$ cat config.mk
export PLATFORM = sky130hd
export DESIGN_NAME = dxt_texture_block_decoder
export DESIGN_NICKNAME = d
export VERILOG_FILES = /design/src/dxt_pkg.sv /design/src/dxt_texture_block_decoder.sv /design/src/dxt_colour_lane.sv /design/src/dxt_alpha_table.sv /design/src/dxt_pixel_merge.sv
export SDC_FILE = /design/constraint.sdc
export NUM_CORES = 2
export LEC_CHECK = 0
export BUFFER_PORTS_ARGS = -buffer_cell sky130_fd_sc_hd__buf_2
export CAP_MARGIN = 10
export CORE_MARGIN = 2
export CORE_UTILIZATION = 30
export CTS_BUF_LIST = sky130_fd_sc_hd__clkbuf_16
export CTS_CLUSTER_DIAMETER = 50
export DETAILED_ROUTE_END_ITERATION = 16
export SYNTH_ARGS = -nofsm -noshare
export SYNTH_HDL_FRONTEND = slang
export SYNTH_SLANG_ARGS = --single-unit
$ cat constraint.sdc
create_clock -name clk_i -period 29.6 [get_ports clk_i]
set_clock_uncertainty 0.15 [all_clocks]
set_input_delay 4.44 -clock clk_i [delete_from_list [all_inputs] [get_ports clk_i]]
set_output_delay 4.44 -clock clk_i [all_outputs]
set_load 0.01 [all_outputs]
$ cat src/dxt_pkg.sv
// ----------------------------------------------------------------------------
// dxt_pkg
// Shared types, format codes and arithmetic helpers for the block decoder.
// ----------------------------------------------------------------------------
package dxt_pkg;

  // block format codes, code 3 decodes as dxt1
  typedef enum logic [1:0] {
    FMT_DXT1 = 2'd0,
    FMT_DXT3 = 2'd1,
    FMT_DXT5 = 2'd2
  } dxt_fmt_e;

  // four 8-bit palette entries of one colour channel
  typedef logic [3:0][7:0] dxt_pal_t;
  // eight-entry interpolated alpha table
  typedef logic [7:0][7:0] dxt_atab_t;

  // reciprocal multipliers, exact over the ranges used here
  localparam logic [9:0]  Div3Mul   = 10'd683;   // x <= 767
  localparam int          Div3Shift = 11;
  localparam logic [11:0] Div5Mul   = 12'd3277;  // x <= 1275
  localparam logic [11:0] Div7Mul   = 12'd2341;  // x <= 1785
  localparam int          Div57Shift = 14;

  // 5-bit endpoint to 8 bits
  function automatic logic [7:0] expand5(input logic [4:0] v);
    return {v, v[4:2]};
  endfunction

  // 6-bit endpoint to 8 bits
  function automatic logic [7:0] expand6(input logic [5:0] v);
    return {v, v[5:4]};
  endfunction

  // truncating divide by three
  function automatic logic [7:0] div3(input logic [9:0] x);
    logic [19:0] p;
    p = {10'd0, x} * {10'd0, Div3Mul};
    return p[Div3Shift +: 8];
  endfunction

  // truncating divide by five
  function automatic logic [7:0] div5(input logic [10:0] x);
    logic [22:0] p;
    p = {12'd0, x} * {11'd0, Div5Mul};
    return p[Div57Shift +: 8];
  endfunction

  // truncating divide by seven
  function automatic logic [7:0] div7(input logic [10:0] x);
    logic [22:0] p;
    p = {12'd0, x} * {11'd0, Div7Mul};
    return p[Div57Shift +: 8];
  endfunction

endpackage

$ cat src/dxt_texture_block_decoder.sv
// ----------------------------------------------------------------------------
// dxt_texture_block_decoder
// Decodes one compressed 4x4 block (dxt1, dxt3 or dxt5) into sixteen BGRA
// pixels with pixel coordinates.
// ----------------------------------------------------------------------------
// channel   dir  fields
// s_axis    in   tdata: first_word, second_word, block_x, block_y
// m_axis    out  tdata: pixel_x, pixel_y, blue, green, red, alpha; tlast
// cfg       in   block_format (2 bits), written when cfg_we_i is high
//
// The output stream gives one pixel per cycle while m_axis_tready is high.
// A request passes the sum stage, then the load of the pixel buffer. The
// next block is accepted and its sums are formed while the current one
// streams, so blocks follow without gaps.
// Reset clears block_format to dxt1 and empties both stages.
// A stall on m_axis holds the current pixel and backs up into s_axis.
// ----------------------------------------------------------------------------
module dxt_texture_block_decoder
  import dxt_pkg::*;
(
  input  logic         clk_i,
  input  logic         rst_ni,
  input  logic         cfg_we_i,
  input  logic [1:0]   cfg_wdata_i,
  input  logic         s_axis_tvalid,
  output logic         s_axis_tready,
  // first_word[63:0], second_word[127:64], block_x[141:128],
  // block_y[155:142], zero fill[159:156]
  input  logic [159:0] s_axis_tdata,
  output logic         m_axis_tvalid,
  input  logic         m_axis_tready,
  // pixel_x[15:0], pixel_y[31:16], blue[39:32], green[47:40], red[55:48],
  // alpha[63:56]
  output logic [63:0]  m_axis_tdata,
  output logic         m_axis_tlast   // last_pixel
);

  logic [1:0]  block_format_q;
  logic        accept, load, ser_free;
  logic [63:0] first_word, second_word, cw;
  logic [15:0] c0, c1;

  logic        s1_valid_q;
  logic        s1_cgt_q;
  logic [31:0] s1_cidx_q;
  logic [63:0] s1_aw_q;
  logic [1:0]  s1_fmt_q;
  logic [13:0] s1_bx_q, s1_by_q;

  dxt_pal_t    pal_b, pal_g, pal_r;
  dxt_atab_t   tab;

  // format register
  always_ff @(posedge clk_i or negedge rst_ni) begin
    if (!rst_ni) begin
      block_format_q <= FMT_DXT1;
    end else if (cfg_we_i) begin
      block_format_q <= cfg_wdata_i;
    end
  end

  // stage handshake
  assign load          = s1_valid_q && ser_free;
  assign s_axis_tready = !s1_valid_q || load;
  assign accept        = s_axis_tvalid && s_axis_tready;

  // colour half selection
  assign first_word  = s_axis_tdata[63:0];
  assign second_word = s_axis_tdata[127:64];
  assign cw = (block_format_q == FMT_DXT3 || block_format_q == FMT_DXT5) ?
              second_word : first_word;
  assign c0 = cw[15:0];
  assign c1 = cw[31:16];

  // sum stage valid
  always_ff @(posedge clk_i or negedge rst_ni) begin
    if (!rst_ni) begin
      s1_valid_q <= 1'b0;
    end else if (accept) begin
      s1_valid_q <= 1'b1;
    end else if (load) begin
      s1_valid_q <= 1'b0;
    end
  end

  // sum stage payload
  always_ff @(posedge clk_i) begin
    if (accept) begin
      s1_cgt_q  <= (c0 > c1);
      s1_cidx_q <= cw[63:32];
      s1_aw_q   <= first_word;
      s1_fmt_q  <= block_format_q;
      s1_bx_q   <= s_axis_tdata[141:128];
      s1_by_q   <= s_axis_tdata[155:142];
    end
  end

  // colour lanes
  dxt_colour_lane u_lane_b (
    .clk_i (clk_i),
    .en_i  (accept),
    .e0_i  (expand5(c0[4:0])),
    .e1_i  (expand5(c1[4:0])),
    .gt_i  (s1_cgt_q),
    .pal_o (pal_b)
  );

  dxt_colour_lane u_lane_g (
    .clk_i (clk_i),
    .en_i  (accept),
    .e0_i  (expand6(c0[10:5])),
    .e1_i  (expand6(c1[10:5])),
    .gt_i  (s1_cgt_q),
    .pal_o (pal_g)
  );

  dxt_colour_lane u_lane_r (
    .clk_i (clk_i),
    .en_i  (accept),
    .e0_i  (expand5(c0[15:11])),
    .e1_i  (expand5(c1[15:11])),
    .gt_i  (s1_cgt_q),
    .pal_o (pal_r)
  );

  // alpha table lanes
  dxt_alpha_table u_alpha (
    .clk_i (clk_i),
    .en_i  (accept),
    .a0_i  (first_word[7:0]),
    .a1_i  (first_word[15:8]),
    .tab_o (tab)
  );

  // merge and stream out
  dxt_pixel_merge u_merge (
    .clk_i         (clk_i),
    .rst_ni        (rst_ni),
    .load_i        (load),
    .pal_b_i       (pal_b),
    .pal_g_i       (pal_g),
    .pal_r_i       (pal_r),
    .cgt_i         (s1_cgt_q),
    .tab_i         (tab),
    .cidx_i        (s1_cidx_q),
    .aw_i          (s1_aw_q),
    .fmt_i         (s1_fmt_q),
    .bx_i          (s1_bx_q),
    .by_i          (s1_by_q),
    .free_o        (ser_free),
    .m_axis_tvalid (m_axis_tvalid),
    .m_axis_tready (m_axis_tready),
    .m_axis_tdata  (m_axis_tdata),
    .m_axis_tlast  (m_axis_tlast)
  );

endmodule

$ cat src/dxt_colour_lane.sv
// ----------------------------------------------------------------------------
// dxt_colour_lane
// One colour channel: registers the endpoint sums, then builds the four
// palette entries for that channel.
// ----------------------------------------------------------------------------
module dxt_colour_lane
  import dxt_pkg::*;
(
  input  logic       clk_i,
  input  logic       en_i,
  input  logic [7:0] e0_i,
  input  logic [7:0] e1_i,
  input  logic       gt_i,    // c0 > c1, from the registered stage
  output dxt_pal_t   pal_o
);

  logic [7:0] e0_q, e1_q;
  logic [9:0] s01_q, s10_q;
  logic [8:0] sh_q;

  // endpoint sums
  always_ff @(posedge clk_i) begin
    if (en_i) begin
      e0_q  <= e0_i;
      e1_q  <= e1_i;
      s01_q <= {1'b0, e0_i, 1'b0} + {2'd0, e1_i};
      s10_q <= {2'd0, e0_i} + {1'b0, e1_i, 1'b0};
      sh_q  <= {1'b0, e0_i} + {1'b0, e1_i};
    end
  end

  // palette entries
  always_comb begin
    pal_o[0] = e0_q;
    pal_o[1] = e1_q;
    if (gt_i) begin
      pal_o[2] = div3(s01_q);
      pal_o[3] = div3(s10_q);
    end else begin
      pal_o[2] = sh_q[8:1];
      pal_o[3] = 8'd0;
    end
  end

endmodule

$ cat src/dxt_alpha_table.sv
// ----------------------------------------------------------------------------
// dxt_alpha_table
// Interpolated alpha table: six weighting lanes register their sums, then each
// divides by seven, or lanes 1-4 by five and lanes 5 and 6 give 0 and 255.
// ----------------------------------------------------------------------------
module dxt_alpha_table
  import dxt_pkg::*;
(
  input  logic       clk_i,
  input  logic       en_i,
  input  logic [7:0] a0_i,
  input  logic [7:0] a1_i,
  output dxt_atab_t  tab_o
);

  logic [7:0]  a0_q, a1_q;
  logic        agt_q;
  logic [10:0] sum7_q [6];
  logic [10:0] sum5_q [4];

  // endpoints and mode flag
  always_ff @(posedge clk_i) begin
    if (en_i) begin
      a0_q  <= a0_i;
      a1_q  <= a1_i;
      agt_q <= (a0_i > a1_i);
    end
  end

  assign tab_o[0] = a0_q;
  assign tab_o[1] = a1_q;

  // one lane per interpolated entry
  for (genvar k = 1; k <= 6; k++) begin : g_lane
    always_ff @(posedge clk_i) begin
      if (en_i) begin
        sum7_q[k-1] <= 11'(7 - k) * {3'd0, a0_i} + 11'(k) * {3'd0, a1_i};
      end
    end

    if (k <= 4) begin : g_five
      always_ff @(posedge clk_i) begin
        if (en_i) begin
          sum5_q[k-1] <= 11'(5 - k) * {3'd0, a0_i} + 11'(k) * {3'd0, a1_i};
        end
      end
      assign tab_o[k+1] = agt_q ? div7(sum7_q[k-1]) : div5(sum5_q[k-1]);
    end else if (k == 5) begin : g_zero
      assign tab_o[k+1] = agt_q ? div7(sum7_q[k-1]) : 8'd0;
    end else begin : g_full
      assign tab_o[k+1] = agt_q ? div7(sum7_q[k-1]) : 8'd255;
    end
  end

endmodule

$ cat src/dxt_pixel_merge.sv
// ----------------------------------------------------------------------------
// dxt_pixel_merge
// Merges the colour lanes and the alpha table into sixteen pixels and
// streams them out one per cycle, when m_axis is ready, in row-major order.
// ----------------------------------------------------------------------------
module dxt_pixel_merge
  import dxt_pkg::*;
(
  input  logic        clk_i,
  input  logic        rst_ni,
  input  logic        load_i,
  input  dxt_pal_t    pal_b_i,
  input  dxt_pal_t    pal_g_i,
  input  dxt_pal_t    pal_r_i,
  input  logic        cgt_i,
  input  dxt_atab_t   tab_i,
  input  logic [31:0] cidx_i,
  input  logic [63:0] aw_i,
  input  logic [1:0]  fmt_i,
  input  logic [13:0] bx_i,
  input  logic [13:0] by_i,
  output logic        free_o,
  output logic        m_axis_tvalid,
  input  logic        m_axis_tready,
  // pixel_x[15:0], pixel_y[31:16], blue[39:32], green[47:40], red[55:48],
  // alpha[63:56]
  output logic [63:0] m_axis_tdata,
  output logic        m_axis_tlast   // last_pixel
);

  logic        valid_q;
  logic [3:0]  cnt_q;
  dxt_pal_t    pal_b_q, pal_g_q, pal_r_q;
  dxt_atab_t   tab_q;
  logic        cgt_q;
  logic [31:0] cidx_q;
  logic [63:0] aw_q;
  logic [1:0]  fmt_q;
  logic [13:0] bx_q, by_q;

  logic        last;
  logic [1:0]  sel;
  logic [3:0]  nib;
  logic [5:0]  apos;
  logic [2:0]  aidx;
  logic [7:0]  alpha;

  assign last   = (cnt_q == 4'd15);
  assign free_o = !valid_q || (last && m_axis_tready);

  // beat counter and valid
  always_ff @(posedge clk_i or negedge rst_ni) begin
    if (!rst_ni) begin
      valid_q <= 1'b0;
      cnt_q   <= 4'd0;
    end else if (load_i) begin
      valid_q <= 1'b1;
      cnt_q   <= 4'd0;
    end else if (valid_q && m_axis_tready) begin
      if (last) begin
        valid_q <= 1'b0;
      end
      cnt_q <= cnt_q + 4'd1;
    end
  end

  // block payload
  always_ff @(posedge clk_i) begin
    if (load_i) begin
      pal_b_q <= pal_b_i;
      pal_g_q <= pal_g_i;
      pal_r_q <= pal_r_i;
      tab_q   <= tab_i;
      cgt_q   <= cgt_i;
      cidx_q  <= cidx_i;
      aw_q    <= aw_i;
      fmt_q   <= fmt_i;
      bx_q    <= bx_i;
      by_q    <= by_i;
    end
  end

  // per-pixel selection, 3-bit alpha index starts at bit 16 + 3 * pixel
  assign sel  = cidx_q[{cnt_q, 1'b0} +: 2];
  assign nib  = aw_q[{cnt_q, 2'b00} +: 4];
  assign apos = 6'd16 + {1'b0, cnt_q, 1'b0} + {2'b00, cnt_q};
  assign aidx = aw_q[apos +: 3];

  always_comb begin
    case (fmt_q)
      FMT_DXT3: alpha = {nib, nib};
      FMT_DXT5: alpha = tab_q[aidx];
      default:  alpha = (sel == 2'd3 && !cgt_q) ? 8'd0 : 8'd255;
    endcase
  end

  assign m_axis_tvalid = valid_q;
  assign m_axis_tlast  = last;
  assign m_axis_tdata  = {alpha, pal_r_q[sel], pal_g_q[sel], pal_b_q[sel],
                          by_q, cnt_q[3:2], bx_q, cnt_q[1:0]};

endmodule

After elaboration in Yosys (flattened, before gate mapping)
Memories as Yosys holds them, arrays and structs flattened.
Index checks and enable logic that the tools add are counted.
{"block": "totals", "reg_bits": 574, "ramBits": 110, "out_inout_bits": 67, "word_cells": 155, "n_memories": 2}
{"block": "classes", "addsub": 22, "mul": 22, "magnitude_cmp": 4, "eq_ne": 6, "n_shift": 3, "mux": 27, "n_reduce_logical": 15}
{"memory": "u_alpha.sum7_q", "depth": 6, "word_bits": 11, "read_ports": 6, "rd_clocked_by_memory_dff": 0, "write_ports": 6, "line_no": "dxt_alpha_table.sv:18", "source": "logic [10:0] sum7_q [6];"}
{"memory": "u_alpha.sum5_q", "depth": 4, "word_bits": 11, "read_ports": 4, "rd_clocked_by_memory_dff": 0, "write_ports": 4, "line_no": "dxt_alpha_table.sv:19", "source": "logic [10:0] sum5_q [4];"}
{"op": "multiplier 11 x 12 -> 22 bit (second input constant)", "n": 10}
{"op": "multiplier 10 x 10 -> 19 bit (second input constant)", "n": 6}
{"op": "two-way mux 8 bit", "n": 12}
{"op": "two-way mux 64 bit", "n": 1}
{"op": "variable part select 64 x 7 -> 3 bit", "n": 1}
{"op": "variable part select 64 x 7 -> 4 bit", "n": 1}
{"op": "binary-select mux 8 bit (select 2 bit)", "n": 3}
{"op": "multiplier 2 x 8 -> 10 bit (first input constant)", "n": 4}
{"op": "variable part select 32 x 6 -> 2 bit", "n": 1}
{"op": "adder 8 x 9 -> 10 bit", "n": 3}
{"op": "adder 9 x 8 -> 10 bit", "n": 3}
{"op": "adder 8 x 8 -> 9 bit", "n": 3}
{"op": "binary-select mux 8 bit (select 3 bit)", "n": 1}
{"op": "adder 10 x 10 -> 11 bit", "n": 2}
{"op": "multiplier 3 x 8 -> 11 bit (first input constant)", "n": 2}
{"op": "greater-than comparator 16 bit", "n": 1}
{"op": "one-hot mux 8 bit (2 select lines)", "n": 1}
{"op": "adder 10 x 8 -> 11 bit", "n": 1}
{"op": "adder 10 x 9 -> 11 bit", "n": 1}
{"op": "adder 11 x 8 -> 11 bit", "n": 1}
{"op": "adder 11 x 9 -> 11 bit", "n": 1}
{"op": "adder 8 x 10 -> 11 bit", "n": 1}
{"op": "adder 8 x 11 -> 11 bit", "n": 1}
{"op": "adder 9 x 10 -> 11 bit", "n": 1}
{"op": "17 further kinds", "n": 37}

Longest topological paths before layout
{"block": "logic_depth", "ltp_word": 8, "ltp_mapped": 21}

Modules after synthesis
Synthesis repeated with hierarchy kept, for this count alone.
{"block": "unflattened", "cells_unflattened": 4991, "hier_area_um2": 59574.6}
{"module": "dxt_alpha_table", "n_inst": 1, "cells_each": 2535, "area_per_inst_um2": 25029.0}
{"module": "dxt_pixel_merge", "n_inst": 1, "cells_each": 584, "area_per_inst_um2": 12528.3}
{"module": "dxt_colour_lane (u_lane_b ...)", "n_inst": 2, "cells_each": 533, "area_per_inst_um2": 5627.9}
{"module": "dxt_colour_lane (u_lane_r)", "n_inst": 1, "cells_each": 544, "area_per_inst_um2": 5620.4}
{"module": "dxt_texture_block_decoder", "n_inst": 1, "cells_each": 262, "area_per_inst_um2": 5141.2}

Least setup slack after synthesis
OpenSTA, ideal clock, no wires.
{"block": "synth_timing", "kind": "input -> register", "start": "input m_axis_tready", "end": "register s1_aw_q[0] (enable)", "setup_ns": 0.740, "t_arrival_ns": 12.268, "required_ns": 28.710, "setup_slack_ns": 16.442, "stages": 3, "path_cell_list": "nand2_1 nand3_1 and2_1"}
{"block": "synth_via", "elab_chain_len": 5}
{"element": "from (decl)", "line_no": "dxt_texture_block_decoder.sv:31", "source": "input logic m_axis_tready,"}
{"element": "logical AND 1 bit", "line_no": "dxt_pixel_merge.sv:49", "source": "assign free_o = !valid_q || (last && m_axis_tready);"}
{"element": "logical OR 1 bit", "line_no": "dxt_pixel_merge.sv:49"}
{"element": "logical AND 1 bit", "line_no": "dxt_texture_block_decoder.sv:63", "source": "assign load = s1_valid_q && ser_free;"}
{"element": "logical OR 1 bit", "line_no": "dxt_texture_block_decoder.sv:64", "source": "assign s_axis_tready = !s1_valid_q || load;"}
{"element": "via s_axis_tready", "line_no": "dxt_texture_block_decoder.sv:26", "source": "output logic s_axis_tready,"}
{"element": "logical AND 1 bit", "line_no": "dxt_texture_block_decoder.sv:65", "source": "assign accept = s_axis_tvalid && s_axis_tready;"}
{"element": "via accept", "line_no": "dxt_texture_block_decoder.sv:39", "source": "logic accept, load, ser_free;"}
{"element": "to (signal assigned)", "line_no": "dxt_texture_block_decoder.sv:91", "source": "s1_aw_q <= first_word;"}
{"element": "to (decl)", "line_no": "dxt_texture_block_decoder.sv:46", "source": "logic [63:0] s1_aw_q;"}
The timed path passes the listed nets, and every way through them passes these cells.
A chain may end at the register's enable or synchronous reset.

Worst setup path in the final report
{"block": "layout_timing", "start": "register u_merge.cnt_q[0]", "end": "output m_axis_tdata[56]"}
{"block": "layout_via", "elab_chain_len": 6, "elab_cells_between_ends": 11}
{"element": "from (decl)", "line_no": "dxt_pixel_merge.sv:32", "source": "logic [3:0] cnt_q;"}
{"element": "from (signal assigned)", "line_no": "dxt_pixel_merge.sv:63", "source": "cnt_q <= cnt_q + 4'd1;"}
{"element": "adder 5 x 5 -> 6 bit", "line_no": "dxt_pixel_merge.sv:86", "source": "assign apos = 6'd16 + {1'b0, cnt_q, 1'b0} + {2'b00, cnt_q};"}
{"element": "adder 6 x 4 -> 6 bit", "line_no": "dxt_pixel_merge.sv:86"}
{"element": "variable part select 64 x 7 -> 3 bit", "line_no": "dxt_pixel_merge.sv:87", "source": "assign aidx = aw_q[apos +: 3];"}
{"element": "binary-select mux 8 bit (select 3 bit)", "line_no": "dxt_pixel_merge.sv:92", "source": "FMT_DXT5: alpha = tab_q[aidx];"}
{"element": "two-way mux 8 bit (not written as such)", "line_no": "dxt_pixel_merge.sv:92"}
{"element": "one-hot mux 8 bit (2 select lines) *", "line_no": "dxt_pixel_merge.sv:90", "source": "case (fmt_q)"}
{"element": "to (decl)", "line_no": "dxt_texture_block_decoder.sv:34", "source": "output logic [63:0] m_axis_tdata,"}
Mark *: on every way between the ends. The rest lies on a longest branch, timed or not. The select of a mux whose other input is x is not followed.

==> summary.txt <==
Synth unique cells: 77
Critical Path Fanout Max: 53
Worst Setup End Kind: primary output
Chip height: 436 µm
Fin cells: 7,571
Worst path required time: 25.01 ns
Status: finished clean
Setup violators final: 0
Switching power total: 1.65 mW
RSZ-0062 raised after global routing: false
Pre-CTS WS: 19.93 ns
Area growth syn-to-layout: 12.6%
CTS Hold Bufs: 0
Int Power: 2.58 mW
IO Port Bufs: 229
Share of layout cells above drive strength 1: 0.110
Largest cells by area after synthesis: edfxtp_1 (32%), ha_1 (26%), fa_1 (13%)
Commonest non-fill, non-tap cell in the layout: ha_1
Fmax: 0.0973 GHz
Post-CTS setup buffers: 0
Worst-path clk slew: 0.06 ns
Max-Cap Viols: 0
CTS-repair resized insts: 0
Switch share: 0.390
DRC: 0
Register bit total from synthesis: 597
Fin. Hold Viols: 0
Flop pwr share: 0.251
Combinational Power Share: 0.503
Cell Rows: 158
Htree depth: 3
Core area: 0.185 mm²
Clk_lat worst skew: 0.68 ns
Worst Setup Slack, final: 19.32 ns
Avg Vias per Cell: 4.63
Final TNS setup: 0 ns
Global-route wire length before repair: 206,000 µm
Pin count of the biggest net entering global routing: 166
Final ANT Viol Nets: 0
Initial drt markers: 1,828
Post-synth EDFFs: 589
Routability Congestion: 0.870
Per-cell routed wire length: 17.4 µm
Vias in the first global route: 36,400
PD cells: 67.0 mW/mm²
Leak pwr: 29.5 nW
DP HPWL: 105,000 µm
Relative slew slack: 0.315
Placed cell count: 7,428
Drt pass-1 iters: 5
Root Driver: clkbuf_16
Min Clock Period, post-route: 10.28 ns
Nets: 6,725
CTS tree: yes
Clock Sinks: 597
Final Slew Violations: 0
Commonest non-fill, non-tap cells in the layout: ha_1 (1,155), inv_1 (989), edfxtp_1 (589), fa_1 (374), buf_2 (229)
Part of the power in the clock network: 0.246
Peak supply drop: 0.000125 V
Detailed Route WL: 131,000 µm
Final period util: 0.347
Yosys warnings: 0
Final Util: 0.340
Critical path data arrival time: 5.69 ns
Post-Synthesis Cells: 4,744
Startpoint Class: flop
Number of buffers created by CTS: 78
Initial core utilization: 0.302
Worst-Margin Slew: 1.03 ns
Hold crit path type: reg2reg
Mapped Nets: 6,441
Vias post-DR: 35,100
Gr usage total: 0.139
Critical setup path kind: reg2out
CTS max path bufs: 3
Grt ovf: 0
Cell taking the most area after synthesis: edfxtp_1
IO Pins: 234
Mapped cell area: 0.0560 mm²
Seq/Total Area, Yosys: 0.320
Die X: 436 µm
Yosys top cell area share: 0.316
Syn Area/Cell: 11.8 µm²
Top FF cell, synth: edfxtp_1
Initial antenna violation count: 8
Share of flip-flops with an asynchronous set or reset: 0.0134
DIE AREA: 0.190 mm²
-- final cells by class --
type	instances	area, µm²
Fill cell	18400	122000
Multi-Input combinational cell	3109	34000
Sequential cell	597	17900
Inverter	980	3680
Tap cell	2480	3100
Clock buffer	79	1980
Timing Repair Buffer	262	1410
Clock inverter	62	895
Antenna cell	2	5.00
-- synthesized netlist by cell type, drive strengths merged, types with 3 or more instances --
cell     number
nand2b       25
mux2i        92
or2          11
a21boi       17
xnor2       200
o21a         21
clkbuf       26
a41o          5
dfrtp         8
o2111ai       5
nand4        24
a211oi       13
ha         1156
nor2b        32
nor3         44
a21oi       185
fa          374
o211ai        7
mux4         79
nor2        138
and2         31
mux2         71
inv         980
edfxtp      589
a41oi         7
or3          13
nand4b        3
a22oi         8
buf          32
a31oi        15
o31ai        16
o2111a        4
a211o        14
and3         14
o21ai       101
a311oi        4
a2111oi       6
a21o         56
nand2        89
o21bai       69
xor2         84
nand3        36
a31o         11
a221o         3
-- worst paths after layout --
check | from | end | slack [ns] | depth (start not counted)
worst max-delay path | u_merge.cnt_q[0] | m_axis_tdata[56] | 19.32 | 12
worst min-delay path | s1_cidx_q[3] | u_merge.cidx_q[3] | 0.24 | 0
worst max register to register | u_alpha.sum5_q[2][5] | u_merge.tab_q[37] | 23.49 | 18
worst min register to register | s1_cidx_q[3] | u_merge.cidx_q[3] | 0.24 | 0
max in group asynchronous | rst_ni | u_merge.cnt_q[0] | 25.54 | 1
min in group asynchronous | rst_ni | s1_valid_q | 3.49 | 1
-- through the flow --
| stage | hold slack [ns] | power [mW] | cell area, µm² |
|---|---|---|---|
| 6_report | 0.241 | 4.22 | 63000 |
| 5_1_grt | 0.246 | 4.55 | 63000 |
| 4_1_cts | 0.238 | 4.27 | 63000 |
| 3_3_place_gp | 0.251 | 3.18 | 60100 |
| 3_5_place_dp | 0.255 | 3.21 | 60100 |
| 2_1_floorplan | 0.250 | 2.68 | 56000 |
-- flip-flops by register name, indices dropped and copies added (netlist names), 26 cells and up --
register,count
s1_aw_q,64
u_merge.aw_q,50
u_merge.tab_q,62
u_merge.pal_b_q,26
u_alpha.sum7_q,58
u_alpha.sum5_q,38
u_merge.cidx_q,32
u_merge.pal_g_q,28
u_merge.pal_r_q,26
s1_cidx_q,32
-- kinds of logic (layout without fill, tap and decap cells) --
kind of cell    after synthesis  in the layout  share of synthesized area
simple gates                468            468                     0.0410
compound gates              585            585                     0.0676
mux                         242            242                     0.0626
xor+xnor                    284            284                     0.0446
other cells                   0              2                          0
fa+ha+maj                  1530           1530                      0.392
buf+inv                    1038           1383                     0.0724
flops                       597            597                      0.320
-- power groups by stage --
stage / Combinational [mW] / Sequential (mW) / Clock, mW
6_report: 2.12 / 1.06 / 1.04
3_5_place_dp: 2.13 / 1.08 / 0
2_1_floorplan: 1.61 / 1.07 / 0
3_3_place_gp: 2.10 / 1.08 / 0
4_1_cts: 2.15 / 1.06 / 1.06
5_1_grt: 2.38 / 1.07 / 1.10
-- layer usage --
metal | part of all wire | wire length (µm) | global-route usage | up-vias
met3 | 0.033 | 4320 | 0.0178 | 190
met5 | 0 | 0 | 0 | -
li1 | - | - | - | 17000
met4 | 0.035 | 4660 | 0.0471 | 0
met2 | 0.50 | 65100 | 0.240 | 536
met1 | 0.44 | 57400 | 0.177 | 17400
-- critical path: stages, from the launching register on --
cell and delay [ns]:
dfrtp_4 0.90, ha_2 0.30, buf_4 0.54, mux2_2 0.43
nand2_1 0.07, o21ai_0 0.10, mux4_2 0.53, nor3_2 0.11
or3_2 0.78, mux2i_1 0.31, a22oi_1 0.24, a31o_1 0.41
buf_2 0.21
No activity file was read; power rests on OpenSTA's default activity.
